File: config.mk
export PLATFORM = sky130hd
export DESIGN_NAME = voice_allocator_oldest_steal_core
export DESIGN_NICKNAME = d
export VERILOG_FILES = /design/src/rtl/vaos_pkg.sv /design/src/rtl/vaos_pool.sv /design/src/rtl/vaos_datapath.sv /design/src/rtl/vaos_ctrl.sv /design/src/rtl/voice_allocator_oldest_steal.sv
export SDC_FILE = /design/constraint.sdc
export NUM_CORES = 1
export LEC_CHECK = 0
export BUFFER_PORTS_ARGS = -buffer_cell sky130_fd_sc_hd__buf_4
export CORE_ASPECT_RATIO = 1.2
export CORE_MARGIN = 4
export CORE_UTILIZATION = 50
export CTS_BUF_LIST = sky130_fd_sc_hd__clkbuf_8
export CTS_CLUSTER_SIZE = 14
export DETAILED_ROUTE_END_ITERATION = 10
export PLACE_DENSITY = 0.69
export SETUP_SLACK_MARGIN = 0.2
export SYNTH_ARGS = -nofsm -noshare
export SYNTH_HDL_FRONTEND = slang
export SYNTH_SLANG_ARGS = --single-unit
File: constraint.sdc
create_clock -name clk_i -period 6.3 [get_ports clk_i]
set_clock_uncertainty 0.1 [all_clocks]
set_input_delay 0.315 -clock clk_i [delete_from_list [all_inputs] [get_ports clk_i]]
set_output_delay 0.315 -clock clk_i [all_outputs]
set_load 0.02 [all_outputs]
File: src/rtl/vaos_pkg.sv
// ----------------------------------------------------------------------------
// vaos_pkg
// Shared types and codes for the oldest-steal voice allocator.
// ----------------------------------------------------------------------------
package vaos_pkg;

  // request codes carried in the request type field
  localparam logic [1:0] REQ_PLAY     = 2'd0;
  localparam logic [1:0] REQ_FINISH   = 2'd1;
  localparam logic [1:0] REQ_STOP_ALL = 2'd2;

  // field widths of the input and result words
  localparam int unsigned REQ_W   = 2;
  localparam int unsigned VOICE_W = 2;
  localparam int unsigned MASK_W  = 4;
  localparam int unsigned TDATA_W = 8;

  // operation applied to one pool
  typedef enum logic [1:0] {
    OP_IDLE,
    OP_PLAY,
    OP_FINISH,
    OP_CLEAR
  } pool_op_e;

  // commands from the controller to the datapath
  typedef struct packed {
    logic capture;   // latch the accepted input word
    logic exec;      // update the pools and load the result word
  } ctrl_cmd_t;

  // result of one pool step
  typedef struct packed {
    logic [VOICE_W-1:0] granted;
    logic               stolen;
    logic               removed;
    logic [MASK_W-1:0]  mask;
  } pool_res_t;

endpackage

File: src/rtl/vaos_pool.sv
// ----------------------------------------------------------------------------
// vaos_pool
// One voice pool: active flags, start-order list and its fill count.
// ----------------------------------------------------------------------------
module vaos_pool #(
  parameter int unsigned NUM_VOICES = 4
) (
  input  logic                          clk_i,
  input  logic                          rst_ni,
  input  logic                          en_i,
  input  vaos_pkg::pool_op_e            op_i,
  input  logic [vaos_pkg::VOICE_W-1:0]  voice_i,
  output vaos_pkg::pool_res_t           res_o
);

  localparam int unsigned IW   = (NUM_VOICES > 1) ? $clog2(NUM_VOICES) : 1;
  localparam int unsigned CW   = $clog2(NUM_VOICES + 1);
  localparam int unsigned CMPW = (IW > vaos_pkg::VOICE_W) ? IW : vaos_pkg::VOICE_W;
  localparam int unsigned MW   = (NUM_VOICES > vaos_pkg::MASK_W) ? NUM_VOICES
                                                                 : vaos_pkg::MASK_W;

  logic [NUM_VOICES-1:0] act_q, act_d;
  logic [IW-1:0]         ord_q [NUM_VOICES];
  logic [IW-1:0]         ord_d [NUM_VOICES];
  logic [CW-1:0]         cnt_q, cnt_d;

  logic                  found;
  logic [IW-1:0]         free_v;
  logic [IW-1:0]         sel_v;
  logic                  hit;
  logic [CMPW-1:0]       voice_ext;
  logic [NUM_VOICES-1:0] seen;
  logic [MW-1:0]         act_ext;
  logic [CMPW-1:0]       sel_ext;

  assign voice_ext = CMPW'(voice_i);

  // lowest-numbered free voice
  always_comb begin
    found  = 1'b0;
    free_v = '0;
    for (int i = NUM_VOICES - 1; i >= 0; i--) begin
      if (!act_q[i]) begin
        found  = 1'b1;
        free_v = IW'(i);
      end
    end
  end

  // finish target is in range and playing
  always_comb begin
    hit = 1'b0;
    for (int i = 0; i < NUM_VOICES; i++) begin
      if (voice_ext == CMPW'(i) && act_q[i]) hit = 1'b1;
    end
  end

  // list positions at or after the finished voice
  always_comb begin
    seen = '0;
    for (int k = 0; k < NUM_VOICES; k++) begin
      if (k > 0) seen[k] = seen[k-1];
      if (k < int'(cnt_q) && CMPW'(ord_q[k]) == voice_ext) seen[k] = 1'b1;
    end
  end

  always_comb begin
    act_d   = act_q;
    ord_d   = ord_q;
    cnt_d   = cnt_q;
    sel_v   = '0;
    res_o   = '0;
    unique case (op_i)
      vaos_pkg::OP_PLAY: begin
        if (found) begin
          sel_v = free_v;
          for (int k = 0; k < NUM_VOICES; k++) begin
            if (CW'(k) == cnt_q) ord_d[k] = free_v;
            if (IW'(k) == free_v) act_d[k] = 1'b1;
          end
          cnt_d = cnt_q + CW'(1);
        end else begin
          // full pool: evict the head and move it to the tail
          sel_v = ord_q[0];
          for (int k = 0; k < NUM_VOICES - 1; k++) ord_d[k] = ord_q[k+1];
          ord_d[NUM_VOICES-1] = ord_q[0];
          res_o.stolen = 1'b1;
        end
      end
      vaos_pkg::OP_FINISH: begin
        if (hit) begin
          for (int k = 0; k < NUM_VOICES; k++) begin
            if (voice_ext == CMPW'(k)) act_d[k] = 1'b0;
          end
          for (int k = 0; k < NUM_VOICES - 1; k++) begin
            if (seen[k]) ord_d[k] = ord_q[k+1];
          end
          cnt_d = cnt_q - CW'(1);
          res_o.removed = 1'b1;
        end
      end
      vaos_pkg::OP_CLEAR: begin
        act_d = '0;
        cnt_d = '0;
      end
      default: ;
    endcase
    sel_ext       = CMPW'(sel_v);
    act_ext       = MW'(act_d);
    res_o.granted = sel_ext[vaos_pkg::VOICE_W-1:0];
    res_o.mask    = act_ext[vaos_pkg::MASK_W-1:0];
  end

  always_ff @(posedge clk_i or negedge rst_ni) begin
    if (!rst_ni) begin
      act_q <= '0;
      cnt_q <= '0;
    end else if (en_i) begin
      act_q <= act_d;
      cnt_q <= cnt_d;
    end
  end

  // order list is payload: entries beyond the count are never read
  always_ff @(posedge clk_i) begin
    if (en_i) ord_q <= ord_d;
  end

endmodule

File: src/rtl/vaos_datapath.sv
// ----------------------------------------------------------------------------
// vaos_datapath
// Input word register, the two voice pools and the result word register.
// ----------------------------------------------------------------------------
module vaos_datapath #(
  parameter int unsigned DEFAULT_VOICES = 4,
  parameter int unsigned FOCUS_VOICES   = 3
) (
  input  logic                           clk_i,
  input  logic                           rst_ni,
  input  vaos_pkg::ctrl_cmd_t            cmd_i,
  input  logic [vaos_pkg::TDATA_W-1:0]   in_word_i,
  output logic [vaos_pkg::TDATA_W-1:0]   out_word_o
);

  logic [vaos_pkg::REQ_W-1:0]   req_q;
  logic                         pool_q;
  logic [vaos_pkg::VOICE_W-1:0] voice_q;

  vaos_pkg::pool_op_e  sel_op;
  vaos_pkg::pool_op_e  def_op, foc_op;
  vaos_pkg::pool_res_t def_res, foc_res, res;

  // word layout: req_type [1:0], pool [2], voice [4:3]
  always_ff @(posedge clk_i) begin
    if (cmd_i.capture) begin
      req_q   <= in_word_i[1:0];
      pool_q  <= in_word_i[2];
      voice_q <= in_word_i[4:3];
    end
  end

  always_comb begin
    unique case (req_q)
      vaos_pkg::REQ_PLAY:     sel_op = vaos_pkg::OP_PLAY;
      vaos_pkg::REQ_FINISH:   sel_op = vaos_pkg::OP_FINISH;
      vaos_pkg::REQ_STOP_ALL: sel_op = vaos_pkg::OP_CLEAR;
      default:                sel_op = vaos_pkg::OP_IDLE;
    endcase
  end

  // stop-all reaches both pools, other requests only the addressed one
  assign def_op = (sel_op == vaos_pkg::OP_CLEAR || !pool_q) ? sel_op : vaos_pkg::OP_IDLE;
  assign foc_op = (sel_op == vaos_pkg::OP_CLEAR ||  pool_q) ? sel_op : vaos_pkg::OP_IDLE;

  vaos_pool #(.NUM_VOICES(DEFAULT_VOICES)) u_default_pool (
    .clk_i   (clk_i),
    .rst_ni  (rst_ni),
    .en_i    (cmd_i.exec),
    .op_i    (def_op),
    .voice_i (voice_q),
    .res_o   (def_res)
  );

  vaos_pool #(.NUM_VOICES(FOCUS_VOICES)) u_focus_pool (
    .clk_i   (clk_i),
    .rst_ni  (rst_ni),
    .en_i    (cmd_i.exec),
    .op_i    (foc_op),
    .voice_i (voice_q),
    .res_o   (foc_res)
  );

  assign res = pool_q ? foc_res : def_res;

  always_ff @(posedge clk_i) begin
    if (cmd_i.exec) begin
      out_word_o <= {res.mask, res.removed, res.stolen, res.granted};
    end
  end

endmodule

File: src/rtl/vaos_ctrl.sv
// ----------------------------------------------------------------------------
// vaos_ctrl
// Sequencer: accept a word, run one pool update, hold the result word.
// ----------------------------------------------------------------------------
module vaos_ctrl (
  input  logic                clk_i,
  input  logic                rst_ni,
  input  logic                s_tvalid_i,
  output logic                s_tready_o,
  output logic                m_tvalid_o,
  input  logic                m_tready_i,
  output vaos_pkg::ctrl_cmd_t cmd_o
);

  localparam logic [1:0] ST_IDLE = 2'd0;
  localparam logic [1:0] ST_EXEC = 2'd1;
  localparam logic [1:0] ST_SEND = 2'd2;

  logic [1:0] state_q, state_d;

  assign s_tready_o = (state_q == ST_IDLE);
  assign m_tvalid_o = (state_q == ST_SEND);

  always_comb begin
    state_d       = state_q;
    cmd_o.capture = 1'b0;
    cmd_o.exec    = 1'b0;
    unique case (state_q)
      ST_IDLE: begin
        if (s_tvalid_i) begin
          cmd_o.capture = 1'b1;
          state_d       = ST_EXEC;
        end
      end
      ST_EXEC: begin
        cmd_o.exec = 1'b1;
        state_d    = ST_SEND;
      end
      ST_SEND: begin
        if (m_tready_i) state_d = ST_IDLE;
      end
      default: state_d = ST_IDLE;
    endcase
  end

  always_ff @(posedge clk_i or negedge rst_ni) begin
    if (!rst_ni) begin
      state_q <= ST_IDLE;
    end else begin
      state_q <= state_d;
    end
  end

endmodule

File: src/rtl/voice_allocator_oldest_steal.sv
// ----------------------------------------------------------------------------
// voice_allocator_oldest_steal_core
// Two-pool voice allocator that steals the oldest voice when a pool is full.
// ----------------------------------------------------------------------------
// usage
//   slave channel (s_axis_*): one request word per transfer, carrying the
//     request type (play, finish, stop all), the pool and the finished voice
//   master channel (m_axis_*): exactly one result word per request, with the
//     granted voice, the stolen and removed flags and the pool's active mask
//   a play takes the lowest free voice of its pool; in a full pool the voice
//     at the head of the start-order list is reused and moved to the tail
//   finish frees one playing voice; stop all empties both pools
// timing
//   the word is latched at the accepting edge; the pools update and the
//   result word loads, and becomes valid, at the next edge; a new word is
//   taken the cycle after the result is taken, so no word is accepted until
//   the last one has passed the three-step sequencer (idle, update, send)
//   around the single pool update
// reset
//   all voices idle, both lists empty, no result pending
// stall
//   the result word holds steady until taken and no new word is accepted
// ----------------------------------------------------------------------------
module voice_allocator_oldest_steal_core #(
  parameter int unsigned DEFAULT_VOICES = 4,
  parameter int unsigned FOCUS_VOICES   = 3
) (
  input  logic       clk_i,
  input  logic       rst_ni,
  // request word
  input  logic       s_axis_tvalid_i,
  output logic       s_axis_tready_o,
  input  logic [7:0] s_axis_tdata_i,   // req_type [1:0], pool [2], voice [4:3], zero [7:5]
  // result word
  output logic       m_axis_tvalid_o,
  input  logic       m_axis_tready_i,
  output logic [7:0] m_axis_tdata_o    // granted_voice [1:0], was_stolen [2],
                                       // removed [3], active_mask [7:4]
);

  vaos_pkg::ctrl_cmd_t cmd;

  // handshake sequencing
  vaos_ctrl u_ctrl (
    .clk_i      (clk_i),
    .rst_ni     (rst_ni),
    .s_tvalid_i (s_axis_tvalid_i),
    .s_tready_o (s_axis_tready_o),
    .m_tvalid_o (m_axis_tvalid_o),
    .m_tready_i (m_axis_tready_i),
    .cmd_o      (cmd)
  );

  // pools and word registers
  vaos_datapath #(
    .DEFAULT_VOICES (DEFAULT_VOICES),
    .FOCUS_VOICES   (FOCUS_VOICES)
  ) u_datapath (
    .clk_i      (clk_i),
    .rst_ni     (rst_ni),
    .cmd_i      (cmd),
    .in_word_i  (s_axis_tdata_i),
    .out_word_o (m_axis_tdata_o)
  );

endmodule

# After elaboration in Yosys (flattened, before gate mapping)
# Index checks and enable logic that the tools add are counted.
[classes] shifts=0 eq_ne=47 addsub=4 div_mod_pow=0 mux=92 n_bitwise=0 order_cmp=5 multipliers=0 reduce_logical=36
[ops] cell="2-to-1 mux 2 bit" count=29
[ops] cell="2-to-1 mux 1 bit" count=44
[ops] cell="AND reduction 5 bit" count=5
[ops] cell="inequality test 2 bit, second input constant" count=10
[ops] cell="== test 2 bit, second input constant" count=9
[ops] cell="one-hot mux 2 bit (3 select lines)" count=3
[ops] cell="one-hot mux 3 bit (3 select lines)" count=2
[ops] cell="2-to-1 mux 8 bit" count=2
[ops] cell="inequality test 3 bit, second input constant" count=5
[ops] cell="logical AND 1 bit" count=12
[ops] cell="logical NOT 2 bit" count=6
[ops] cell="2-to-1 mux 3 bit" count=4
[ops] cell="2-to-1 mux 4 bit" count=3
[ops] cell="2-to-1 mux 6 bit" count=2
[ops] cell="one-hot mux 4 bit (3 select lines)" count=1
[ops] cell="one-hot mux 6 bit (2 select lines)" count=1
[ops] cell="== test 2 x 1 -> 1 bit, second input constant" count=5
[ops] cell="== test 2 bit" count=5
[ops] cell="== test 2 bit, first input constant" count=4
[ops] cell="one-hot mux 4 bit (2 select lines)" count=1
[ops] cell="AND reduction 4 bit" count=2
[ops] cell="== test 1 x 2 -> 1 bit, first input constant" count=3
[ops] cell="== test 2 x 3 -> 1 bit, first input constant" count=2
[ops] cell="less-than comparator 1 x 3 -> 1 bit, first input constant" count=2
[ops] cell="other kinds (15)" count=22
[word_totals] in_bits=12 word_cells=201 ramBits=0 latch_bits=0 mem_bits_ro=0 n_memories=0 output_inout_bits=10 reg_bits=41

# Depth between registers and ports, before layout
[logic_depth] ltp_word=9 ltp_mapped=8

# Cells and area by module
# Synthesis repeated with hierarchy kept, for this count alone.
[unflattened] hier_cells=257 hier_area_um2=2712.6
[modules_own_cells] module="vaos_pool (u_datapath.u_default_pool)" n_inst=1 area_each_um2=1124.8 cells_per_inst=118
[modules_own_cells] module="vaos_pool (u_datapath.u_focus_pool)" n_inst=1 area_each_um2=912.1 cells_per_inst=99
[modules_own_cells] module="vaos_datapath" n_inst=1 area_each_um2=585.6 cells_per_inst=31
[modules_own_cells] module="vaos_ctrl" n_inst=1 area_each_um2=90.1 cells_per_inst=9

# Worst setup path before layout
# Ideal clock, no wire load.
[synth_path] path_type="reg-to-reg" start="register u_datapath.req_q[1] (netlist name)" end="register u_datapath.u_default_pool.ord_q[2] (netlist name) (enable)" slack_ns=4.022 synth_period_minus_slack_ns=2.278 stages_incl_launch_ff=8 t_required_ns=5.863 arrival_ns=1.841 n_path_buf=1 cell_sequence="edfxtp_1 > inv_1 > ha_1 > nand2b_1 > a21oi_1 > buf_2 > o21ai_1 > a211oi_1"
[synth_via] elab_chain_len=8 word_cells_on_any_way=14 classes_between="eq/ne (8); mux (2); reduce/logical (4)"
[synth_lines] item="from (decl)" line_no="vaos_datapath.sv:16" text="logic [vaos_pkg::REQ_W-1:0] req_q;"
[synth_lines] item="from (signal assigned)" line_no="vaos_datapath.sv:27" text="req_q <= in_word_i[1:0];"
[synth_lines] item="== test 2 bit, or another cell as far along" line_no="vaos_datapath.sv:34" text="unique case (req_q)"
[synth_lines] item="one-hot mux 2 bit (3 select lines) (*)" line_no="vaos_datapath.sv:34"
[synth_lines] item="== test 2 bit" line_no="vaos_datapath.sv:43" text="assign def_op = (sel_op == vaos_pkg::OP_CLEAR || !pool_q) ? sel_op : vaos_pkg::OP_IDLE;"
[synth_lines] item="logical OR 1 bit" line_no="vaos_datapath.sv:43"
[synth_lines] item="2-to-1 mux 2 bit (*)" line_no="vaos_datapath.sv:43"
[synth_lines] item="== test 2 x 1 -> 1 bit / == test 2 bit (equally long branches)" line_no="vaos_pool.sv:73" text="unique case (op_i)"
[synth_lines] item="inequality test 3 bit (no source line), or another cell as far along"
[synth_lines] item="AND reduction 5 bit (no source line) (*)"
[synth_lines] item="to (signal assigned)" line_no="vaos_pool.sv:126" text="if (en_i) ord_q <= ord_d;"
[synth_lines] item="to (decl)" line_no="vaos_pool.sv:23" text="logic [IW-1:0] ord_q [NUM_VOICES];"
# Mark *: on every way between the ends. The rest lies on a longest branch, timed or not.
# A chain may end at the register's enable or synchronous reset.

# Final worst setup path
[layout_path] start="register u_datapath.req_q[1] (netlist name)" end="register u_datapath.u_default_pool.ord_q[4] (netlist name) (enable)"
# The elaborated chain is that of the path after synthesis.

==> impl_results.md <==
* Post-synthesis sequential area ratio at 44.1%
* Worst Path Class, Setup: reg2reg
* Final std cells w/o fill at between 300 and 400
* Yosys warning total at 0
* Worst setup endpoint: u_datapath.u_default_pool.ord_q[4]$_DFFE_PP_
* Final net count at 295
* Largest net degree at the start of global routing at 23
* Cts repair resizes at 0
* Worst R2R Setup Slack at approximately 3.6 ns
* Die ar. at between 6000 and 7000 µm²
* Fmax at approximately 360 MHz
* Die extent in x at about 74 µm
* Commonest non-fill, non-tap cell in the layout: edfxtp_1
* Clock slew at reported path FFs at 0.08 ns
* Root Buffer: clkbuf_8
* # rows at 28
* DR DRC count at 0
* Vias/cell at just under 6
* Pleak at between 1 and 1.5 nW
* Final GP Congestion at 0.851
* Max Cap Viol at 0
* Worst r2r src: u_datapath.req_q[1]$_DFFE_PP_
* First-pass DRT Iterations at 4
* Post-synth EDFFs at 27
* Slew Limit Fails at 0
* HPWL Detailed at ~4100 µm
* Highest routed layer: met4
* Worst hold path type: in2reg
* Post-synth ARST share at about a third
* Die height at around 88 µm
* Syn_nets at around 280
* Clock sink count at 41
* Worst setup SP type: flip-flop
* Clock latency on the worst-skew pair at ~0.30 ns
* Slew HR at 41.1%
* Antenna cells at 0
* Unrepaired setup endpoints after global routing: false
* Layout cell share with drive strength beyond 1 at 14.7%
* Vias in the first global route at 1939
* Worst r2r dst: u_datapath.u_default_pool.ord_q[4]$_DFFE_PP_
* Metal3 WL at about 270 µm
* Post-Route WL at approximately 5700 µm
* Drt wl/cell at approximately 17 µm
* Final clock period utilization by the worst path at between 40% and 50%
* Max VDD drop at between 0.2 and 0.25 mV
* H-tree Lvls at 2
* Synth Flop Type: edfxtp_1
* Outcome: completed
* Port Buf Inserts at 18
* Global route total overflow at 0
* Post-route ant nets at 0
* Global-route wire length before repair at 9670 µm
* Final hold vios at 0
* Crit path capture type: flip-flop
* Total number of vias at slightly below 2000
* CTS tree: yes
* Cell Pwr Density at between 300 and 400 nW/µm²
* Worst Max-Slew Pin Slew at 0.883 ns
* Final min period at approximately 2.7 ns
* Cell area after synthesis at about 2600 µm²
* Cell count after synthesis at between 200 and 300
* DP Area at 2760 µm²
* Cells after DPL at approximately 320
* #FFs+latches synth at just over 40
* R2R depth at 6
* Most frequent cells in the layout: edfxtp_1 (27), nand2_1 (22), a21oi_1 (21)
* Initial Util at approximately 53%
* CP startpoint: u_datapath.req_q[1]$_DFFE_PP_
* Clock Path Buffers at 2
* Routed met2 length at roughly 2700 µm
* Placeable Area at about 5000 µm²
* M1 wire length at between 2000 and 3000 µm
* Detailed Route Iter0 Violations at 164
* Unique cell type count in the Yosys netlist at 59
* Initial antenna violation count at 0
* Finished layout cell area at ~2800 µm²
* Worst Path Required at 6.16 ns
* Final setup TNS at 0 ns
* Syn_area_per_cell at about 10 µm²
* CTS buffer count at 5
* Global Route Usage Sum at between 10% and 20%
* Arr. time, crit path at 2.60 ns
* Ports at 22
* Synthesis-to-layout area growth at 8.12%
* Final setup vio count at 0
* Crit-path max FO at 10
==> worst min path at each step <==
| stage | start | to | slack (ns) | cells after the start |
|---|---|---|---|---|
| final | s_axis_tdata_i[4] | u_datapath.voice_q[1]$_DFFE_PP_ | 0.08 | 1 |
| after global routing | s_axis_tdata_i[4] | u_datapath.voice_q[1]$_DFFE_PP_ | 0.07 | 1 |
| after CTS | s_axis_tdata_i[4] | u_datapath.voice_q[1]$_DFFE_PP_ | 0.08 | 1 |
| after detailed placement | rst_ni | u_datapath.u_default_pool.cnt_q[2]$_DFFE_PN0P_ | 0.09 | 1 |
| after global placement | rst_ni | u_datapath.u_default_pool.cnt_q[2]$_DFFE_PN0P_ | 0.09 | 1 |
| after floorplan | rst_ni | u_ctrl.state_q[0]$_DFFE_PN0P_ | -0.08 | 0 |
==> sequential cells by signal, indices dropped and copies added (netlist names) <==
| signal | cells |
|---|---|
| u_datapath.pool_q | 1 |
| u_datapath.u_focus_pool.ord_q | 6 |
| u_ctrl.state_q | 2 |
| u_datapath.u_default_pool.act_q | 4 |
| u_datapath.out_word_o | 8 |
| u_datapath.u_default_pool.cnt_q | 3 |
| u_datapath.u_default_pool.ord_q | 8 |
| u_datapath.u_focus_pool.cnt_q | 2 |
| u_datapath.u_focus_pool.act_q | 3 |
| u_datapath.req_q | 2 |
| u_datapath.voice_q | 2 |
==> cell usage after synthesis, types with 3 or more instances <==
library cell	number	area, µm²
edfxtp_1	27	811
nand2_1	22	82.6
a21oi_1	21	105
inv_1	18	67.6
nor2_1	18	67.6
o21ai_0	17	85.1
dfrtp_1	14	350
ha_1	11	138
xor2_1	10	87.6
buf_2	8	40.0
a211oi_1	7	52.6
mux2i_1	6	60.1
o21a_1	5	37.5
a22oi_1	3	22.5
and2_1	3	18.8
buf_4	3	22.5
nand2b_1	3	18.8
nor2b_1	3	18.8
nor3_1	3	15.0
o21ai_1	3	15.0
o221ai_1	3	26.3
o22ai_1	3	18.8
o32ai_1	3	26.3
==> critical path, cell delays in order, from the launching register on <==
cell and delay (ns):
edfxtp_1 0.53, inv_1 0.11, ha_1 0.45, nor4b_4 0.51, and2_1 0.21, o21ai_1 0.09, a211oi_1 0.41
==> metal layers <==
layer  track usage (%)  vias up
li1                  -      986
met1              27.2      922
met2              30.6       52
met3              4.16        9
met4              6.47        0
met5                 0        -
==> final cells by class <==
cell class | instances | area [µm²]
inverter | 18 | 67.6
fill | 450 | 2160
clock inverter | 3 | 13.8
timing repair buffer | 20 | 153
sequential | 41 | 1160
clock buffer | 5 | 68.8
tap | 60 | 75.1
multi-input combinational | 186 | 1310
==> cells by family (layout without fill, tap and decap cells) <==
kind of cell    after synthesis  in the layout  share of synthesized area, %
buf+inv                      34             46                          6.22
mux                           9              9                          4.42
flops                        41             41                          44.1
compound gates               87             87                          22.7
fa+ha+maj                    11             11                          5.22
xor+xnor                     10             10                          3.32
simple gates                 69             69                          14.0
==> repair_timing <==
action | CTS | global route
hold buffers | 1 | 0
hold endpoints to repair | 14 | 0
buffers inserted | 0 | 0
==> report_power, final <==
part           switching [mW]  internal (mW)  total [mW]
combinational           0.253          0.169       0.422
sequential             0.0633          0.352       0.415
clock                  0.0931         0.0752       0.168
total                   0.409          0.597        1.01
==> metrics by stage <==
step                hold slack (ns)  total power [mW]  setup slack [ns]  utilization [%]
CTS                          0.0831              1.01              3.59             56.9
global placement             0.0854             0.830              3.62             55.0
floorplan                   -0.0806             0.735              4.02                -
finish                       0.0837              1.01              3.55             56.9
global route                 0.0721              1.09              3.40             56.9
detailed placement           0.0880             0.840              3.61             55.0
Note: power is estimated with default switching activity, not from simulation.
